<file path="src/rtl/lhgv_pkg.sv">
// Shared types and constants of the load header group validator.
// Used by the front, queue, back and top-level modules; no dependencies.
`timescale 1ns / 1ps
`default_nettype none
package lhgv_pkg;

  localparam int unsigned GROUP_SLOTS        = 8;
  localparam int unsigned SEGMENT_PARAGRAPHS = 4096;
  localparam int unsigned SLOT_W = (GROUP_SLOTS > 1) ? $clog2(GROUP_SLOTS) : 1;
  localparam logic [SLOT_W-1:0] SLOT_LAST = SLOT_W'(GROUP_SLOTS - 1);

  localparam int unsigned FORM_W   = 8;
  localparam int unsigned WORD_W   = 16;
  localparam int unsigned FLEN_W   = 24;
  localparam int unsigned GRANT_W  = 13;
  localparam int unsigned OFFS_W   = 20;
  localparam int unsigned ENTRY_W  = 9;
  localparam int unsigned FORMS    = 8;

  localparam logic [FORM_W-1:0] FORM_NONE = 8'd0;
  localparam logic [FORM_W-1:0] FORM_MAX  = 8'd8;

  localparam logic [WORD_W-1:0] SEG_PARAS    = WORD_W'(SEGMENT_PARAGRAPHS);
  localparam logic [OFFS_W-1:0] HEADER_BYTES = OFFS_W'(128);
  localparam logic [ENTRY_W-1:0] ENTRY_CODE_ONLY = 9'h100;

  localparam logic [FORMS-1:0] MASK_CODE  = 8'h01;
  localparam logic [FORMS-1:0] MASK_DATA  = 8'h02;
  localparam logic [FORMS-1:0] MASK_EXTRA = 8'h0c;
  localparam logic [FORMS-1:0] MASK_AUX   = 8'hf0;

  localparam int unsigned S_DATA_W = 96;
  localparam int unsigned M_DATA_W = 72;
  localparam int unsigned QUEUE_DEPTH = 2;

  typedef enum logic [2:0] {
    ST_OK     = 3'd0,
    ST_TRUNC  = 3'd1,
    ST_FORM   = 3'd2,
    ST_DUP    = 3'd3,
    ST_BASE   = 3'd4,
    ST_BIG    = 3'd5,
    ST_NOCODE = 3'd6
  } status_t;

  typedef enum logic [1:0] {
    MODEL_CODE_ONLY = 2'd0,
    MODEL_SMALL     = 2'd1,
    MODEL_COMPACT   = 2'd2,
    MODEL_LARGE     = 2'd3
  } model_t;

  // Descriptor after classification by the front end.
  typedef struct packed {
    logic               short_file;
    logic               absent;
    logic               bad_form;
    logic [FORMS-1:0]   form_bit;
    logic               base_set;
    logic               too_big;
    logic [GRANT_W-1:0] granted;
    logic [OFFS_W-1:0]  advance;
    logic [FLEN_W-1:0]  file_length;
  } item_t;

  typedef struct packed {
    logic [OFFS_W-1:0]  bytes_needed;
    logic [ENTRY_W-1:0] entry_offset;
    model_t             model;
    status_t            status;
    logic [OFFS_W-1:0]  image_offset;
    logic [GRANT_W-1:0] granted_paragraphs;
  } result_t;

endpackage
`default_nettype wire

</file>
<file path="src/rtl/lhgv_front.sv">
// Front end: accepts descriptor transactions, decodes them and computes the
// stateless checks and the grant. Depends on lhgv_pkg.
`timescale 1ns / 1ps
`default_nettype none
module lhgv_front import lhgv_pkg::*; (
  input  wire logic                clk,
  input  wire logic                rst,
  input  wire logic                s_tvalid,
  output logic                     s_tready,
  input  wire logic [S_DATA_W-1:0] s_tdata,
  output logic                     q_valid,
  input  wire logic                q_ready,
  output item_t                    q_item
);

  logic [FORM_W-1:0] form;
  logic [WORD_W-1:0] len, base, mn, mx;
  logic [FLEN_W-1:0] flen;
  logic [FORM_W-1:0] form_m1;
  logic [WORD_W-1:0] g_n, g_want;
  item_t             cls;
  logic              valid;
  item_t             item;

  assign form = s_tdata[7:0];
  assign len  = s_tdata[23:8];
  assign base = s_tdata[39:24];
  assign mn   = s_tdata[55:40];
  assign mx   = s_tdata[71:56];
  assign flen = s_tdata[95:72];

  always_comb begin
    // Grant: larger of image and minimum, at least one, grown to the
    // wanted maximum and capped at a full segment.
    g_n = (len > mn) ? len : mn;
    if (g_n == '0) begin
      g_n = WORD_W'(1);
    end
    if (mx == '0) begin
      g_want = SEG_PARAS;
    end else if (mx > SEG_PARAS) begin
      g_want = SEG_PARAS;
    end else begin
      g_want = mx;
    end
    if (g_want > g_n) begin
      g_n = g_want;
    end
    if (g_n > SEG_PARAS) begin
      g_n = SEG_PARAS;
    end

    form_m1          = form - FORM_W'(1);
    cls.short_file   = flen < FLEN_W'(HEADER_BYTES);
    cls.absent       = form == FORM_NONE;
    cls.bad_form     = form > FORM_MAX;
    cls.form_bit     = FORMS'(1) << form_m1[$clog2(FORMS)-1:0];
    cls.base_set     = base != '0;
    cls.too_big      = (len > SEG_PARAS) || (mn > SEG_PARAS) || (mx > SEG_PARAS);
    cls.granted      = g_n[GRANT_W-1:0];
    cls.advance      = {len, 4'b0000};
    cls.file_length  = flen;
  end

  assign s_tready = !valid || q_ready;
  assign q_valid  = valid;
  assign q_item   = item;

  always_ff @(posedge clk) begin
    if (rst) begin
      valid <= 1'b0;
    end else if (s_tready) begin
      valid <= s_tvalid;
    end
  end

  always_ff @(posedge clk) begin
    if (s_tvalid && s_tready) begin
      item <= cls;
    end
  end

endmodule
`default_nettype wire

</file>
<file path="src/rtl/lhgv_queue.sv">
// Two-entry queue of classified descriptors between front and back end.
// Depends on lhgv_pkg.
`timescale 1ns / 1ps
`default_nettype none
module lhgv_queue import lhgv_pkg::*; (
  input  wire logic  clk,
  input  wire logic  rst,
  input  wire logic  in_valid,
  output logic       in_ready,
  input  wire item_t in_item,
  output logic       out_valid,
  input  wire logic  out_ready,
  output item_t      out_item
);

  localparam int unsigned PTR_W = $clog2(QUEUE_DEPTH);

  item_t                       entries [QUEUE_DEPTH];
  logic [PTR_W-1:0]            wr_ptr, rd_ptr;
  logic [$clog2(QUEUE_DEPTH+1)-1:0] count;
  logic                        push, pop;

  assign in_ready  = count < ($clog2(QUEUE_DEPTH+1))'(QUEUE_DEPTH);
  assign out_valid = count != '0;
  assign out_item  = entries[rd_ptr];
  assign push      = in_valid && in_ready;
  assign pop       = out_valid && out_ready;

  always_ff @(posedge clk) begin
    if (rst) begin
      wr_ptr <= '0;
      rd_ptr <= '0;
      count  <= '0;
    end else begin
      if (push) begin
        wr_ptr <= (wr_ptr == PTR_W'(QUEUE_DEPTH - 1)) ? '0 : wr_ptr + PTR_W'(1);
      end
      if (pop) begin
        rd_ptr <= (rd_ptr == PTR_W'(QUEUE_DEPTH - 1)) ? '0 : rd_ptr + PTR_W'(1);
      end
      if (push && !pop) begin
        count <= count + 1'b1;
      end else if (pop && !push) begin
        count <= count - 1'b1;
      end
    end
  end

  always_ff @(posedge clk) begin
    if (push) begin
      entries[wr_ptr] <= in_item;
    end
  end

endmodule
`default_nettype wire

</file>
<file path="src/rtl/lhgv_back.sv">
// Back end: applies classified descriptors to the header state (slot count,
// forms seen, running offset, latched refusal) and registers the result.
// Depends on lhgv_pkg.
`timescale 1ns / 1ps
`default_nettype none
module lhgv_back import lhgv_pkg::*; (
  input  wire logic  clk,
  input  wire logic  rst,
  input  wire logic  in_valid,
  output logic       in_ready,
  input  wire item_t in_item,
  output logic       out_valid,
  input  wire logic  out_ready,
  output result_t    out_result,
  output logic       out_last
);

  logic [SLOT_W-1:0] slot_count;
  logic [FORMS-1:0]  forms_seen;
  logic [OFFS_W-1:0] running_offset;
  status_t           refusal_code;
  logic              refused;

  logic [FORMS-1:0]  forms_next;
  logic [OFFS_W-1:0] offset_next;
  status_t           code_next;
  logic              refused_next;
  logic              is_last;
  result_t           res;
  logic              fire;

  assign in_ready = !out_valid || out_ready;
  assign fire     = in_valid && in_ready;
  assign is_last  = slot_count == SLOT_LAST;

  always_comb begin
    forms_next   = forms_seen;
    offset_next  = running_offset;
    code_next    = refusal_code;
    refused_next = refused;
    res          = '0;
    res.status   = ST_OK;
    res.model    = MODEL_CODE_ONLY;
    res.image_offset = running_offset;

    if (!refused && in_item.short_file) begin
      refused_next = 1'b1;
      code_next    = ST_TRUNC;
    end else if (!refused && !in_item.absent) begin
      priority if (in_item.bad_form) begin
        refused_next = 1'b1;
        code_next    = ST_FORM;
      end else if ((forms_seen & in_item.form_bit) != '0) begin
        refused_next = 1'b1;
        code_next    = ST_DUP;
      end else begin
        // Later refusals still mark the form as seen.
        forms_next = forms_seen | in_item.form_bit;
        priority if (in_item.base_set) begin
          refused_next = 1'b1;
          code_next    = ST_BASE;
        end else if (in_item.too_big) begin
          refused_next = 1'b1;
          code_next    = ST_BIG;
        end else begin
          res.granted_paragraphs = in_item.granted;
          offset_next = running_offset + in_item.advance;
        end
      end
    end

    if (is_last) begin
      res.bytes_needed = offset_next;
      if (!refused_next) begin
        if ((forms_next & MASK_CODE) == '0) begin
          refused_next = 1'b1;
          code_next    = ST_NOCODE;
        end else if (in_item.file_length < FLEN_W'(offset_next)) begin
          refused_next = 1'b1;
          code_next    = ST_TRUNC;
        end
      end
      if (refused_next) begin
        res.status = code_next;
      end else begin
        priority if ((forms_next & MASK_AUX) != '0) begin
          res.model = MODEL_LARGE;
        end else if ((forms_next & MASK_EXTRA) != '0) begin
          res.model = MODEL_COMPACT;
        end else if ((forms_next & MASK_DATA) != '0) begin
          res.model = MODEL_SMALL;
        end else begin
          res.model        = MODEL_CODE_ONLY;
          res.entry_offset = ENTRY_CODE_ONLY;
        end
      end
    end
  end

  always_ff @(posedge clk) begin
    if (rst) begin
      slot_count     <= '0;
      forms_seen     <= '0;
      running_offset <= HEADER_BYTES;
      refusal_code   <= ST_OK;
      refused        <= 1'b0;
      out_valid      <= 1'b0;
    end else begin
      if (in_ready) begin
        out_valid <= in_valid;
      end
      if (fire) begin
        if (is_last) begin
          // A finished header leaves the state ready for the next one.
          slot_count     <= '0;
          forms_seen     <= '0;
          running_offset <= HEADER_BYTES;
          refusal_code   <= ST_OK;
          refused        <= 1'b0;
        end else begin
          slot_count     <= slot_count + SLOT_W'(1);
          forms_seen     <= forms_next;
          running_offset <= offset_next;
          refusal_code   <= code_next;
          refused        <= refused_next;
        end
      end
    end
  end

  always_ff @(posedge clk) begin
    if (fire) begin
      out_result <= res;
      out_last   <= is_last;
    end
  end

endmodule
`default_nettype wire

</file>
<file path="src/rtl/load_header_group_validator.sv">
// Top level of the load header group validator: front end, queue, back end.
// Depends on lhgv_pkg, lhgv_front, lhgv_queue and lhgv_back.
`timescale 1ns / 1ps
`default_nettype none
// The block takes the group descriptors of an executable load header, eight
// to a header, and returns one result transaction per descriptor with the
// granted paragraphs and image offset; the eighth one carries tlast and the
// header summary (status, memory model, entry offset, bytes needed). It
// sustains one descriptor per clock cycle while m_tready is high. A result
// passes through the front-end decode register, the two-entry queue and the
// back-end output register. The back end updates the header state once per
// cycle while it accepts descriptors, and that loop of one compare chain and
// one 20-bit add sets the rate.
module load_header_group_validator import lhgv_pkg::*; (
  input  wire logic                clk,
  input  wire logic                rst,
  input  wire logic                s_tvalid,
  output logic                     s_tready,
  // form[7:0], image_paragraphs[23:8], absolute_base[39:24],
  // min_paragraphs[55:40], max_paragraphs[71:56], file_length[95:72]
  input  wire logic [S_DATA_W-1:0] s_tdata,
  output logic                     m_tvalid,
  input  wire logic                m_tready,
  // granted_paragraphs[12:0], image_offset[32:13], status[35:33],
  // model[37:36], entry_offset[46:38], bytes_needed[66:47], zero[71:67]
  output logic [M_DATA_W-1:0]      m_tdata,
  output logic                     m_tlast
);

  logic    f_valid, f_ready;
  item_t   f_item;
  logic    b_valid, b_ready;
  item_t   b_item;
  result_t result;

  lhgv_front u_front (
    .clk      (clk),
    .rst      (rst),
    .s_tvalid (s_tvalid),
    .s_tready (s_tready),
    .s_tdata  (s_tdata),
    .q_valid  (f_valid),
    .q_ready  (f_ready),
    .q_item   (f_item)
  );

  lhgv_queue u_queue (
    .clk       (clk),
    .rst       (rst),
    .in_valid  (f_valid),
    .in_ready  (f_ready),
    .in_item   (f_item),
    .out_valid (b_valid),
    .out_ready (b_ready),
    .out_item  (b_item)
  );

  lhgv_back u_back (
    .clk        (clk),
    .rst        (rst),
    .in_valid   (b_valid),
    .in_ready   (b_ready),
    .in_item    (b_item),
    .out_valid  (m_tvalid),
    .out_ready  (m_tready),
    .out_result (result),
    .out_last   (m_tlast)
  );

  assign m_tdata = {5'b00000, result.bytes_needed, result.entry_offset, result.model,
                    result.status, result.image_offset, result.granted_paragraphs};

endmodule
`default_nettype wire
</file>
<file path="config.mk">
export PLATFORM = sky130hd
export DESIGN_NAME = load_header_group_validator
export DESIGN_NICKNAME = d
export VERILOG_FILES = /design/src/rtl/lhgv_pkg.sv /design/src/rtl/lhgv_front.sv /design/src/rtl/lhgv_queue.sv /design/src/rtl/lhgv_back.sv /design/src/rtl/load_header_group_validator.sv
export SDC_FILE = /design/constraint.sdc
export NUM_CORES = 1
export LEC_CHECK = 0
export BUFFER_PORTS_ARGS = -buffer_cell sky130_fd_sc_hd__buf_2
export CAP_MARGIN = 40
export CORE_ASPECT_RATIO = 1.75
export CORE_MARGIN = 1.5
export CORE_UTILIZATION = 58
export CTS_CLUSTER_DIAMETER = 150
export DETAILED_ROUTE_END_ITERATION = 10
export PLACE_DENSITY = 0.91
export REMOVE_ABC_BUFFERS = 1
export SLEW_MARGIN = 20
export SYNTH_ARGS = -nofsm -noshare
export SYNTH_HDL_FRONTEND = slang
export SYNTH_SLANG_ARGS = --single-unit
</file>
<file path="constraint.sdc">
create_clock -name clk -period 5.8 [get_ports clk]
set_clock_uncertainty 0.05 [all_clocks]
set_input_delay 1.45 -clock clk [delete_from_list [all_inputs] [get_ports clk]]
set_output_delay 1.45 -clock clk [all_outputs]
set_load 0.01 [all_outputs]
</file>
# Word-level counts from Yosys, hierarchy flattened

Memory sizes are Yosys's and may differ from the RTL's. A register that Yosys moved wholly into a read port is not among the register bits.
Index checks and enable logic that the tools add are counted.

Register bits: 175
RAM bits: 132
Bits of input ports: 100
Logic and storage cells: 132
Memories kept: 1

Memory list:

| memory          | words | width | read ports | clocked after Yosys merged registers in | write ports | RTL line         | source |
|---|---|---|---|---|---|---|---|
| u_queue.entries | 2     | 66    | 1          | 1                                       | 1           | lhgv_queue.sv:18 | `item_t entries [QUEUE_DEPTH];` |

Add/subtract/negate cells: 7
Order comparisons: 10
Equality and inequality tests: 1
Shift operators: 1
Muxes and demuxes: 51
Bitwise gates (word level): 4
Reductions and logical operators: 31

Operators by type and width:

| cell                                                 | count |
|---|---|
| 2-to-1 mux 20 bit                                    | 7 |
| 2-to-1 mux 16 bit                                    | 5 |
| > comparator 16 x 13 -> 1 bit, second input constant | 4 |
| 2-to-1 mux 8 bit                                     | 5 |
| 2-to-1 mux 3 bit                                     | 11 |
| > comparator 16 bit                                  | 2 |
| zero test 16 bit                                     | 2 |
| < comparator 24 x 20 -> 1 bit                        | 1 |
| < comparator 24 x 8 -> 1 bit, second input constant  | 1 |
| nonzero test 8 bit                                   | 3 |
| adder 20 bit                                         | 1 |
| 2-to-1 mux 1 bit                                     | 18 |
| zero test 8 bit                                      | 2 |
| nonzero test 16 bit                                  | 1 |
| 2-to-1 mux 9 bit                                     | 1 |
| AND 8 bit                                            | 1 |
| > comparator 8 x 4 -> 1 bit, second input constant   | 1 |
| 2-to-1 mux 2 bit                                     | 4 |
| bitwise OR 8 bit                                     | 1 |
| << shifter 1 x 3 -> 8 bit, first input constant      | 1 |
| logical AND 1 bit                                    | 7 |
| zero test 1 bit                                      | 6 |
| OR reduction 6 bit                                   | 1 |
| logical OR 1 bit                                     | 4 |
| 12 further kinds                                     | 15 |

# Depth between registers and ports, before layout

Word-level depth: 13
Mapped depth: 23
Gate-level depth less buffers: 19

# By module

Synthesis repeated with hierarchy kept, for this count alone.

Cell total of the unflattened synthesis: 1077
Area, all modules: 14387.5 um2

Modules (own cells, without submodules):

| module                      | times used | cells an instance | area an instance (um2) | seq. area each (um2) |
|---|---|---|---|---|
| lhgv_back                   | 1          | 520               | 5313.8                 | 2522.4 |
| lhgv_queue                  | 1          | 241               | 5290.1                 | 4304.1 |
| lhgv_front                  | 1          | 310               | 3742.3                 | 2001.9 |
| load_header_group_validator | 1          | 6                 | 41.3                   | 0.0 |

# Least setup slack after synthesis

No wires, ideal clock.

Path type: input to register
Start: in s_tdata[53]
End: reg u_front.item, in the netlist u_front.q_item[45] (data pin)
Data arrival time: 5.119 ns
Path slack: 0.360 ns
Stages on the path: 18
Cell sequence: inv_1 -> ha_1 -> a21o_1 -> a21o_1 -> a221o_1 -> a211oi_1 -> nor2_2 -> buf_2 -> mux2i_1 -> ha_1 -> nor2b_1 -> o211ai_1 -> a211oi_1 -> o31ai_1 -> clkbuf_1 -> a31oi_1 -> a221oi_2 -> a211oi_1

Longest elaborated chain between the ends: 7

Ends and longest elaborated chain:

| what                          | RTL line                          | source |
|---|---|---|
| from (decl)                   | load_header_group_validator.sv:21 | `input wire logic [S_DATA_W-1:0] s_tdata,` |
| > comparator 16 bit           | lhgv_front.sv:35                  | `g_n = (len > mn) ? len : mn;` |
| 2-to-1 mux 16 bit (*)         | lhgv_front.sv:35                  |  |
| zero test 16 bit              | lhgv_front.sv:36                  | `if (g_n == '0) begin` |
| 2-to-1 mux 16 bit (*)         | lhgv_front.sv:36                  |  |
| > comparator 16 bit           | lhgv_front.sv:46                  | `if (g_want > g_n) begin` |
| 2-to-1 mux 16 bit (*)         | lhgv_front.sv:46                  |  |
| > comparator 16 x 13 -> 1 bit | lhgv_front.sv:49                  | `if (g_n > SEG_PARAS) begin` |
| to (signal assigned)          | lhgv_front.sv:79                  | `item <= cls;` |
| to (decl)                     | lhgv_front.sv:23                  | `item_t item;` |

Mark *: on every way between the ends. The rest lies on a longest branch, timed or not.
A chain may end at the register's enable or synchronous reset.

==> flow_summary.ini <==
[drt]
vias_per_cell = 5.78
wl_per_cell_microns = 18.6
firstDrtPassIters = 7
routed_wl_microns = 26600
drtIter0Drc = 546
antenna_left = 0
dr_total_vias = 8259
drc = 0

[power_and_ir_drop]
total_power_mw = 5.23
p_leak_nw = 5.52
p_per_area_mw_per_mm2 = 360
peakVddDrop_mv = 0.194

[setup_path]
crit_arrival_ns = 5.47
reg2reg_to = u_back.out_result[46]$_SDFFCE_PP0P_
required_ns = 6.01
endpoint_kind = flip-flop
crit_fanout = 18
critical_path_class = flip-flop to flip-flop
startpoint_type = flip-flop
rr_worst_depth = 19
r2r_setup_slack_ns = 0.54

[cts]
root_buffer = clkbuf_16
insertion_delay_ns = 0.51
post-cts-setup-buffers = 0
htreeDepth = 1
cts_buffers = 22
cts_tree = built
ctsHoldBuffers = 0
cts.clk_slew.worst_paths_ns = 0.07
cts_sinks = 276
clock_path_buffers = 3
cts_resized = 0

[global_route]
grt_pass1_wl_microns = 41000
gr-usage-all-layers_pct = 23.4
antenna_found_initial = 0
grtUsageMet1_pct = 26.0
grt.busiest_layer = met2
grtUsageMet3_pct = 2.41
grt_overflow = 0
grt_use_met2_pct = 44.5
grt_pass1_vias = 8030
grt_max_degree = 63

[yosys]
synth_async_sr_flop_share_pct = 0
yosysSeqAreaShare_pct = 62.4
synthMuxAreaShare_pct = 7.04
yosysWarnings = 0
synthCells = 941
synth.avg_cell_area_sq_um = 13.5
synth.distinct_cells = 74
yosys.area.top_type = edfxtp_1
synth_top_family_by_area = simple AND/OR/NAND/NOR gates
synth_area_leaders = edfxtp_1, ha_1, dfxtp_1
synthXorXnorAreaFrac_pct = 1.11
ys_seq_elements = 276
yosysTopAreaCellShare_pct = 56.4
yosys.area_share.simple_pct = 10.4
syn_area_sq_mm = 0.0127
synth_edf_count = 238
synthAdderAreaFrac_pct = 6.68
ys.flop_type = edfxtp_1
synth_compound_area_share_pct = 9.09

[place]
place_congestion = 0.908
dp.final_hpwl_microns = 19000
dpl.cell_count = 1388
port_buffers = 149
post-place-ws_ns = 0.113

[flow_run]
maxCapViolCount = 0

[sta]
layout_setup_ws_ns = 0.541
worst_pin_slew_ns = 0.770
drv_slew = 0
relSlewSlack_pct = 48.7
finalSetupViolations = 0
grt_setup_unrepaired = false
fin_crit_sh_pct = 90.7
fmax_mhz = 190
hold_viol = 0
min_period_ns = 5.26

[worst_hold_path]
hp-class = flip-flop to flip-flop
min_to = u_queue.entries[1][26]$_DFFE_PP_
hold_depth = 0
hold_start = u_front.q_item[30]$_DFFE_PP_

[final_layout]
fin_cells = 1430
n_fill_cell = 1522
seq_area_sq_mm = 0.00791
area_growth_pct = 14.8
finalNetCount = 1290
drive_gt1_share_pct = 24.3
multi_input_area_sq_mm = 0.00446
insertedDiodeCount = 0

[die]
die_w_microns = 115
start_util_pct = 58.9
fp-row-count = 71
die_h_microns = 198
io_pins = 175
core_sq_mm = 0.0215
dieArea_sq_mm = 0.0228

[outcome]
outcome = complete, no violations
[metal layers]
metal  wire length, microns  part of all wire (%)
met5                      0                     0
met4                   1180                   4.4
met3                   1450                   5.4
met2                  14400                    54
met1                   9580                    36
[area by class of cell]
type / instances / share of cell area, %
timing repair buffer: 184 / 7.13
clock inverter: 7 / 0.387
clock buffer: 32 / 4.19
sequential: 276 / 54.4
multi-input combinational: 609 / 30.6
inverter: 30 / 0.774
tap: 292 / 2.51
[state kept, by name, indices dropped and copies added, names as in the netlist, named ones only]
signal and count:
u_back.out_last 1, u_queue.wr_ptr 1, u_back.running_offset 16, u_queue.entries 124, u_back.out_result 51, u_front.q_valid 1, u_back.slot_count 3, u_back.refused 1
u_back.forms_seen 8, u_queue.rd_ptr 1, u_back.refusal_code 3, u_queue.count 2, u_back.out_valid 1, u_front.q_item 62
[power by group]
group | switching [mW] | internal (mW) | leakage, nW
combinational | 0.738 | 0.468 | 2.65
clock | 0.640 | 0.774 | 0.321
sequential | 0.107 | 2.50 | 2.55
total | 1.49 | 3.75 | 5.52
[worst max-delay path, cell delays in order (launching register included)]
cell and delay, ns:
dfxtp_2 0.48, buf_4 0.34, mux2_2 0.39, ha_1 0.34, a21oi_1 0.20, nor2b_1 0.07
o21ai_0 0.21, nand2b_1 0.13, a211oi_1 0.28, xnor2_1 0.17, or3_1 0.36, and2_1 0.23
ha_1 0.32, nand4_1 0.11, o21ai_0 0.09, a2111oi_0 0.44, o31a_1 0.35, nor4b_1 0.09
buf_4 0.17, and3_1 0.17
[layout by cell type, fill, tap and decap left out, types with 4 or more instances in the layout]
cell type / synthesis / routed
nand2_1: 25 / 25
o21ai_0: 30 / 29
nor3_1: 14 / 14
mux2_2: 41 / 41
nand3_1: 14 / 14
nor2b_1: 25 / 24
edfxtp_1: 238 / 238
nand4_1: 6 / 6
mux2i_1: 43 / 43
xor2_1: 6 / 6
clkbuf_1: 17 / 9
inv_1: 30 / 29
buf_4: 21 / 32
a211oi_1: 20 / 20
nor3b_1: 4 / 4
nor4_1: 22 / 22
buf_2: 4 / 149
a21oi_1: 49 / 49
and3_1: 17 / 17
o211ai_1: 5 / 5
xnor2_1: 10 / 10
o21a_1: 8 / 8
ha_1: 66 / 66
nor2_1: 83 / 83
or3_1: 7 / 7
a22oi_2: 4 / 4
clkbuf_16: 0 / 23
nand2b_1: 7 / 7
dfxtp_1: 38 / 37
conb_1: 1 / 24
a21o_1: 9 / 9
[synthesized netlist by cell type (17+ instances only)]
cell and n:
edfxtp_1 238, nor2_1 83, ha_1 66, a21oi_1 49, mux2i_1 43, mux2_2 41
dfxtp_1 38, inv_1 30, o21ai_0 30, nand2_1 25, nor2b_1 25, nor4_1 22
buf_4 21, a211oi_1 20, and3_1 17, clkbuf_1 17
[through the flow]
stage	TNS [ns]	hold slack (ns)	instance area, sq um	util [%]
2_1_floorplan	-14.44	0.371	12500	-
3_3_place_gp	0	0.372	13800	64.3
3_5_place_dp	0	0.380	13800	64.3
4_1_cts	0	0.395	14500	67.4
5_1_grt	0	0.398	14500	67.7
6_report	0	0.393	14500	67.7
[how the worst max path moves through the flow]
stage | slack [ns] | cells after the start | end | from
after global placement | 0.10 | 19 | u_front.q_item[47]$_SDFFCE_PN0P_ | s_tdata[55]
after floorplan | -1.20 | 16 | u_front.q_item[45]$_SDFFCE_PN0P_ | s_tdata[55]
after detailed placement | 0.11 | 20 | u_front.q_item[47]$_SDFFCE_PN0P_ | s_tdata[21]
after CTS | 0.60 | 20 | u_front.q_item[46]$_SDFFCE_PN0P_ | s_tdata[21]
final | 0.54 | 19 | u_back.out_result[46]$_SDFFCE_PP0P_ | flip-flop
after global routing | 0.14 | 18 | u_back.out_result[46]$_SDFFCE_PP0P_ | flip-flop
[cell families after synthesis]
group | count (synthesis)
AOI/OAI and AO/OA | 169
xor gates and xnor gates | 16
adders and majority gates | 67
buffers and inverters | 79
DFF | 276
muxes | 84
other | 1
and+or+nand+nor | 249
(Power assumes the default switching activity.)
